### src/hw/rtl/bbp_pkg.sv
// Package for the bimodal two-bit branch predictor.
// Holds table geometry, payload structs and the stats update struct.
// No dependencies.
`default_nettype none

package bbp_pkg;

  // Table depth; a power of two, so the index is a plain bit slice of the address.
  localparam int unsigned ENTRIES = 128;
  localparam int unsigned IDX_W   = $clog2(ENTRIES);
  localparam int unsigned CTR_W   = 2;
  localparam int unsigned ADDR_W  = 32;
  localparam int unsigned STAT_W  = 32;

  // Byte address to word address
  localparam int unsigned ADDR_LSB = 2;

  localparam logic [CTR_W-1:0] CTR_MIN = 2'd0;
  localparam logic [CTR_W-1:0] CTR_MAX = 2'd3;

  typedef struct packed {
    logic [ADDR_W-1:0] branch_address;
    logic              taken;
  } bbp_in_t;

  typedef struct packed {
    logic              predicted_taken;
    logic              was_correct;
    logic [STAT_W-1:0] total_branches;
    logic [STAT_W-1:0] taken_total;
    logic [STAT_W-1:0] taken_correct;
    logic [STAT_W-1:0] not_taken_total;
    logic [STAT_W-1:0] not_taken_correct;
  } bbp_out_t;

  // One resolved branch as seen by the statistics block
  typedef struct packed {
    logic valid;
    logic taken;
    logic hit;
  } bbp_upd_t;

  typedef struct packed {
    logic [STAT_W-1:0] total_branches;
    logic [STAT_W-1:0] taken_total;
    logic [STAT_W-1:0] taken_correct;
    logic [STAT_W-1:0] not_taken_total;
    logic [STAT_W-1:0] not_taken_correct;
  } bbp_stats_t;

endpackage

`default_nettype wire

### src/hw/rtl/two_bit_branch_predictor_core.sv
// Top level of the bimodal two-bit branch predictor.
// Depends on bbp_pkg, bbp_ram and bbp_stats.
`default_nettype none

// Usage:
//   Input: drive req_i with a resolved branch and raise start; the branch is
//   transferred at a rising edge where start is high and busy is low.
//   Output: done_o is high for exactly one cycle with res_o holding the
//   prediction, the hit flag and the five statistics after this branch.
//   The receiver cannot stall; every result must be taken on its strobe.
//   A transferred branch passes the update stage and the result registers
//   before done_o rises. Throughput: one branch per cycle while busy is low.
//   The counter table lives in one RAM with a registered read port:
//   the read is issued on the transfer edge, the modify and write-back take
//   the following cycle. A back-to-back branch to the same entry takes the
//   updated counter from a forwarding register instead of the RAM.
//   Reset: the statistics clear at once; the table is cleared by a pass over
//   all ENTRIES (128) entries right after reset, during which busy is high.

module two_bit_branch_predictor_core (
  input  wire logic              clk_i,
  input  wire logic              rst_ni,
  input  wire logic              start,
  output logic                   busy,
  input  wire bbp_pkg::bbp_in_t  req_i,
  output logic                   done_o,
  output bbp_pkg::bbp_out_t      res_o
);

  import bbp_pkg::*;

  // Reset clearing pass
  logic             clearing_q;
  logic [IDX_W-1:0] clr_idx_q;

  // Update stage
  logic             s1_valid_q;
  logic [IDX_W-1:0] s1_idx_q;
  logic             s1_taken_q;
  logic             fwd_q;
  logic [CTR_W-1:0] fwd_ctr_q;

  // Result registers
  logic             done_q;
  logic             pred_q;
  logic             hit_q;

  logic             accept;
  logic [IDX_W-1:0] idx_in;
  logic [CTR_W-1:0] ram_rdata;
  logic [CTR_W-1:0] ctr_cur;
  logic [CTR_W-1:0] ctr_new;
  logic             pred;
  logic             hit;
  logic             ram_we;
  logic [IDX_W-1:0] ram_waddr;
  logic [CTR_W-1:0] ram_wdata;
  logic             fwd_d;
  bbp_upd_t         upd;
  bbp_stats_t       stats;

  assign accept = start & ~clearing_q;
  assign busy   = clearing_q;
  assign idx_in = req_i.branch_address[ADDR_LSB +: IDX_W];

  assign ctr_cur = fwd_q ? fwd_ctr_q : ram_rdata;
  assign pred    = ctr_cur[CTR_W-1];
  assign hit     = (pred == s1_taken_q);

  always_comb begin
    ctr_new = ctr_cur;
    if (s1_taken_q) begin
      if (ctr_cur != CTR_MAX) begin
        ctr_new = ctr_cur + CTR_W'(1);
      end
    end else begin
      if (ctr_cur != CTR_MIN) begin
        ctr_new = ctr_cur - CTR_W'(1);
      end
    end
  end

  assign ram_we    = clearing_q | s1_valid_q;
  assign ram_waddr = clearing_q ? clr_idx_q : s1_idx_q;
  assign ram_wdata = clearing_q ? CTR_MIN : ctr_new;

  // RAM read and write to the same entry collide on one edge; forward instead
  assign fwd_d = accept & s1_valid_q & (idx_in == s1_idx_q);

  bbp_ram #(
    .WIDTH(CTR_W),
    .DEPTH(ENTRIES)
  ) u_table (
    .clk_i  (clk_i),
    .we_i   (ram_we),
    .waddr_i(ram_waddr),
    .wdata_i(ram_wdata),
    .re_i   (accept),
    .raddr_i(idx_in),
    .rdata_o(ram_rdata)
  );

  assign upd.valid = s1_valid_q;
  assign upd.taken = s1_taken_q;
  assign upd.hit   = hit;

  bbp_stats u_stats (
    .clk_i  (clk_i),
    .rst_ni (rst_ni),
    .upd_i  (upd),
    .stats_o(stats)
  );

  always_ff @(posedge clk_i or negedge rst_ni) begin
    if (!rst_ni) begin
      clearing_q <= 1'b1;
      clr_idx_q  <= '0;
      s1_valid_q <= 1'b0;
      fwd_q      <= 1'b0;
      done_q     <= 1'b0;
    end else begin
      if (clearing_q) begin
        clr_idx_q <= clr_idx_q + IDX_W'(1);
        if (clr_idx_q == IDX_W'(ENTRIES - 1)) begin
          clearing_q <= 1'b0;
        end
      end
      s1_valid_q <= accept;
      fwd_q      <= fwd_d;
      done_q     <= s1_valid_q;
    end
  end

  always_ff @(posedge clk_i) begin
    if (accept) begin
      s1_idx_q   <= idx_in;
      s1_taken_q <= req_i.taken;
    end
    fwd_ctr_q <= ctr_new;
    if (s1_valid_q) begin
      pred_q <= pred;
      hit_q  <= hit;
    end
  end

  assign done_o                  = done_q;
  assign res_o.predicted_taken   = pred_q;
  assign res_o.was_correct       = hit_q;
  assign res_o.total_branches    = stats.total_branches;
  assign res_o.taken_total       = stats.taken_total;
  assign res_o.taken_correct     = stats.taken_correct;
  assign res_o.not_taken_total   = stats.not_taken_total;
  assign res_o.not_taken_correct = stats.not_taken_correct;

endmodule

`default_nettype wire

### src/hw/rtl/bbp_ram.sv
// Generic simple dual-port RAM: one write port, one read port, registered read.
// No dependencies.
`default_nettype none

module bbp_ram #(
  parameter int unsigned WIDTH = 2,
  parameter int unsigned DEPTH = 128
) (
  input  wire logic                     clk_i,
  input  wire logic                     we_i,
  input  wire logic [$clog2(DEPTH)-1:0] waddr_i,
  input  wire logic [WIDTH-1:0]         wdata_i,
  input  wire logic                     re_i,
  input  wire logic [$clog2(DEPTH)-1:0] raddr_i,
  output logic      [WIDTH-1:0]         rdata_o
);

  logic [WIDTH-1:0] mem_q [DEPTH];

  always_ff @(posedge clk_i) begin
    if (we_i) begin
      mem_q[waddr_i] <= wdata_i;
    end
  end

  always_ff @(posedge clk_i) begin
    if (re_i) begin
      rdata_o <= mem_q[raddr_i];
    end
  end

endmodule

`default_nettype wire

### src/hw/rtl/bbp_stats.sv
// Five saturating statistics counters of the branch predictor.
// Depends on bbp_pkg.
`default_nettype none

module bbp_stats (
  input  wire logic                clk_i,
  input  wire logic                rst_ni,
  input  wire bbp_pkg::bbp_upd_t   upd_i,
  output bbp_pkg::bbp_stats_t      stats_o
);

  import bbp_pkg::*;

  bbp_stats_t cnt_q, cnt_d;

  function automatic logic [STAT_W-1:0] sat_inc(input logic [STAT_W-1:0] v);
    logic [STAT_W-1:0] r;
    r = (v == {STAT_W{1'b1}}) ? v : v + STAT_W'(1);
    return r;
  endfunction

  always_comb begin
    cnt_d = cnt_q;
    if (upd_i.valid) begin
      cnt_d.total_branches = sat_inc(cnt_q.total_branches);
      if (upd_i.taken) begin
        cnt_d.taken_total = sat_inc(cnt_q.taken_total);
        if (upd_i.hit) begin
          cnt_d.taken_correct = sat_inc(cnt_q.taken_correct);
        end
      end else begin
        cnt_d.not_taken_total = sat_inc(cnt_q.not_taken_total);
        if (upd_i.hit) begin
          cnt_d.not_taken_correct = sat_inc(cnt_q.not_taken_correct);
        end
      end
    end
  end

  always_ff @(posedge clk_i or negedge rst_ni) begin
    if (!rst_ni) begin
      cnt_q <= '0;
    end else begin
      cnt_q <= cnt_d;
    end
  end

  assign stats_o = cnt_q;

endmodule

`default_nettype wire
### config.mk
export PLATFORM = sky130hd
export DESIGN_NAME = two_bit_branch_predictor_core
export DESIGN_NICKNAME = d
export VERILOG_FILES = /design/src/hw/rtl/bbp_pkg.sv /design/src/hw/rtl/two_bit_branch_predictor_core.sv /design/src/hw/rtl/bbp_ram.sv /design/src/hw/rtl/bbp_stats.sv
export SDC_FILE = /design/constraint.sdc
export NUM_CORES = 1
export LEC_CHECK = 0
export BUFFER_PORTS_ARGS = -buffer_cell sky130_fd_sc_hd__clkbuf_2
export CAP_MARGIN = 20
export CORE_ASPECT_RATIO = 0.75
export CORE_UTILIZATION = 35
export DETAILED_ROUTE_END_ITERATION = 16
export PLACE_DENSITY_LB_ADDON = 0.25
export SYNTH_ARGS = -nofsm -noshare
export SYNTH_HDL_FRONTEND = slang
export SYNTH_SLANG_ARGS = --single-unit
### constraint.sdc
create_clock -name clk_i -period 6.2 [get_ports clk_i]
set_input_delay 1.24 -clock clk_i [delete_from_list [all_inputs] [get_ports clk_i]]
set_output_delay 1.24 -clock clk_i [all_outputs]
set_load 0.1 [all_outputs]
==> impl_summary.md <==
Timing
For the finished layout, the period the worst path requires is approximately 3700 ps. The worst pin sits at a relative slew slack of around 23%. Setup repair after global routing left no endpoint under its margin. For this run, the top clock speed supported by timing is between 200 and 300 MHz. In the post-route analysis, the smallest setup slack over all paths is 2530 ps. Final hold analysis gives a worst-case slack of a little under 500 ps. The final critical path takes up between 50% and 60% of the cycle. The final hold violation count is 0. The final number of max-transition violations was 0.

The setup TNS after final layout is 0 ps. For the pin with the worst max-slew slack, the measured transition is between 1000 and 1500 ps. Setup violations remaining at the end of the flow were counted as 0. Between clock sinks in the finished design, the worst skew comes to around 35 ps.

GRT
The initial antenna violation count is 0. The final global-route overflow total is 0. The first-pass GRT wire length is 69600 microns. The via count of the first global-routing pass is 11.8k.

The largest net degree at the start of global routing is between 80 and 90. The aggregate global-route resource usage is 16.1%.

Power
The net switching share of the total power is between 30% and 40%. Power spread over the standard cell area amounts to between 300 and 400 nW/um^2. The worst-case IR drop observed on VDD is between 0.2 and 0.25 mV. Of the total power, combinational logic draws between 15 and 20%. The switching power summed over all nets is between 2 and 2.5 mW. In this run the static leakage power is 8.47 nW. The share of power burned in the clock network is 35.2%. Registers are responsible for between 40% and 50% of the overall power. Cell internal power was estimated by the tool at roughly 5 mW.

Final layout
The area taken by multi-input logic gates is approximately 6500 sq um. After filler insertion, the fill cell instance count of the layout stands at 5011. The sequential cell area is about 12000 sq um. The share of layout cells above drive strength 1 is 19.6%. The net count reported at finish is between 1.5k and 2k.

Compared with the post-synthesis result, the final layout area differs by 15.6%. At the end of the flow the core is filled with cells to 41.4%. The number of antenna diodes in the final layout is 0.

Clock tree
The cell sitting at the root of the clock tree is a sky130_fd_sc_hd__clkbuf_16. The number of CTS-inserted buffers is 44. The clock latency on the worst-skew pair is around 580 ps. Counting along the longest clock path gives a buffer depth of 3. TritonCTS built the clock tree. The number of clock sinks is 441. In this run, post-CTS repair resized a total of 0 instances. After clock tree synthesis, the clock-pin slew on the worst setup and hold paths is about 70 ps.

The number of H-tree levels is 2. The number of hold buffers added after CTS is 0. Buffers added to address setup during post-CTS repair amount to 0.

Floorplanning
The initial utilization of the core area, before any placement, comes to about 36%. The area of the die is 55800 sq um. In this run the standard cell core region covers ~54000 sq um. The die outline height is roughly 200 microns. The floorplan step set the die width to 273 microns. The floorplan has 73 rows. The number of placed I/O pins is 200.

Logic synthesis
After synthesis, the cell types taking the most area are sky130_fd_sc_hd__edfxtp_1 (42%), sky130_fd_sc_hd__dfrtp_1 (22%), sky130_fd_sc_hd__mux4_2 (5.4%). In the synthesized netlist, the cells that appear most often are sky130_fd_sc_hd__edfxtp_1 (268), sky130_fd_sc_hd__dfrtp_1 (170), sky130_fd_sc_hd__nor2_1 (164). Summing the sequential cell areas from Yosys gives between 60% and 70% of the chip area. The number of synthesis warnings is 0.

The total nets after synthesis is between 1k and 1.5k. The mux contribution to synthesized area is a little under a tenth. In this run the cell area of the synthesized design comes to slightly below 20000 sq um.

Summing the areas of all fa, ha and maj instances in the mapped netlist gives less than 1% of the synthesized area. The top cell type by area accounts for between 40% and 50% of the synthesized area. The mean cell area of the mapped netlist is 13.8 sq um. The cell type contributing the most total cell area after synthesis is sky130_fd_sc_hd__edfxtp_1.

Summing the areas of all compound-gate instances in the mapped netlist gives about 2.5% of the synthesized area. The most frequent cell after synthesis is sky130_fd_sc_hd__edfxtp_1. By area, the combinational part of the netlist is dominated by simple AND/OR/NAND/NOR gates.

The share of synthesized cell area in and, or, nand and nor gates is about 14%. The number of enable-type register cells in the synthesized netlist is roughly 270. The leading register cell type out of synthesis is sky130_fd_sc_hd__edfxtp_1. The post-synthesis async set-or-reset flop share is approximately 39%. Yosys mapped the design onto 61 distinct sky130hd cell types. The register bit total from synthesis is between 400 and 500.

After Yosys synthesis, XOR and XNOR cells account for 7.48% of the synthesized area. The synthesized netlist cell count is about 1.4k.

Routing
The average wire length per cell after detail routing is just under 20 microns. For this block, the via count after detailed routing is 12.0k. The final wirelength is approximately 45000 microns. The final routed DRC violation total is 0. Dividing the detail-routed via count by the number of cells gives 5.20. After the first detailed-routing iteration, the DRC count stood at a little over 1k. Once detail routing completed, the nets flagged for antenna violations numbered 0.

The first detailed-routing pass took 6 iterations.

Placed design
Before CTS, the worst setup slack after placement is around 1900 ps. The port buffer count is 174. The HPWL after detailed placement is ~29000 microns. The last weighted congestion value of the routability-driven placer is approximately 0.8.

Critical path
Walking the worst path, the cells encountered are clkbuf_2 > buf_4 > nor2b_1 > a22oi_1 > a21oi_1 > nor4_1 > or4_1. Data on the critical path is required at its endpoint by around 6500 ps. The kind of end point of the critical path is a register. Of all nets on the critical path, the largest fanout is 39. For this design, the slowest cell found on the critical path is sky130_fd_sc_hd__clkbuf_2. The delay of the slowest cell on the worst path is between 700 and 800 ps.

The kind of launch point of the worst setup path is an input port. Data on the critical path arrives at its endpoint at between 3000 and 4000 ps. The critical path start-end classification is input port to register.

Worst hold path
The worst hold path belongs to the class register to register.

Outcome
The run finished with clean final reports.

Flow run
The number of max-cap violations is 0.
## registers in the layout, summed over array words and instances, names as in the netlist, 2 cells and up
name,cells
u_table.rdata_o,2
s1_idx_q,7
clr_idx_q,7
fwd_ctr_q,2
u_table.mem_q,256
u_stats.stats_o,160
## power groups by stage
stage / Combinational, mW / Clock, mW / Sequential (mW)
3_5_place_dp: 1.26 / 0 / 3.48
4_1_cts: 1.27 / 2.62 / 3.42
2_1_floorplan: 0.341 / 0 / 4.09
3_3_place_gp: 1.26 / 0 / 3.47
6_report: 1.26 / 2.54 / 3.42
5_1_grt: 1.32 / 2.75 / 3.43
## layout by cell type, fill, tap and decap left out, types with 35 or more instances in the layout
master                      count
sky130_fd_sc_hd__xnor2_1      111
sky130_fd_sc_hd__dfrtp_1      170
sky130_fd_sc_hd__xor2_1        53
sky130_fd_sc_hd__clkbuf_2     173
sky130_fd_sc_hd__nand4_1       52
sky130_fd_sc_hd__mux4_2        46
sky130_fd_sc_hd__clkbuf_16     44
sky130_fd_sc_hd__nand3_1       77
sky130_fd_sc_hd__edfxtp_1     268
sky130_fd_sc_hd__nor2_1       164
sky130_fd_sc_hd__and3_1        35
sky130_fd_sc_hd__nand2_1       82
## cell families after synthesis
| kind of cell | Yosys count |
|---|---|
| AOI/OAI and AO/OA | 68 |
| xor gates and xnor gates | 164 |
| adders and majority gates | 7 |
| buffers and inverters | 66 |
| DFF | 441 |
| muxes | 106 |
| and+or+nand+nor | 535 |
## cell type report
type,count,share of cell area [%]
clock buffer,64,5.29
inverter,14,0.237
multi-input combinational,880,29.5
clock inverter,17,0.738
sequential,441,55.7
tap,712,4.01
timing repair buffer,188,4.56
## through the flow
step | instances | cell area, sq um | power, mW
floorplan | 1387 | 19200 | 4.43
global placement | 2231 | 20800 | 4.72
detailed placement | 2231 | 20800 | 4.74
CTS | 2312 | 22200 | 7.30
global route | 2316 | 22200 | 7.50
finish | 2316 | 22200 | 7.21
## final timing paths
kind / depth (start not counted) / startpoint / to / slack [ps]
max: 7 / req_i[5] / u_table.rdata_o[0]$_DFFE_PN_ / 2530
min in group asynchronous: 1 / rst_ni / u_stats.stats_o[155]$_DFFE_PN0P_ / 680
min: 1 / u_stats.stats_o[157]$_DFFE_PN0P_ / u_stats.stats_o[157]$_DFFE_PN0P_ / 480
max reg2reg: 3 / busy$_DFF_PN1_ / u_table.mem_q[106][0]$_DFFE_PP_ / 2960
min reg2reg: 1 / u_stats.stats_o[157]$_DFFE_PN0P_ / u_stats.stats_o[157]$_DFFE_PN0P_ / 480
max in group asynchronous: 2 / rst_ni / clr_idx_q[1]$_DFFE_PN0P_ / 4340
## routing by layer
layer	wire length, microns	track usage (%)
met1	21400	24.0
met2	20000	24.3
met3	2540	2.84
met4	702	3.59
met5	0	0
## worst max-delay path: cells and delay by family
kind	cells	cell delay [ps]
buffers and inverters	2	1160
AOI/OAI and AO/OA	2	360
and+or+nand+nor	3	1170
Power figures use the tool's default switching activity.
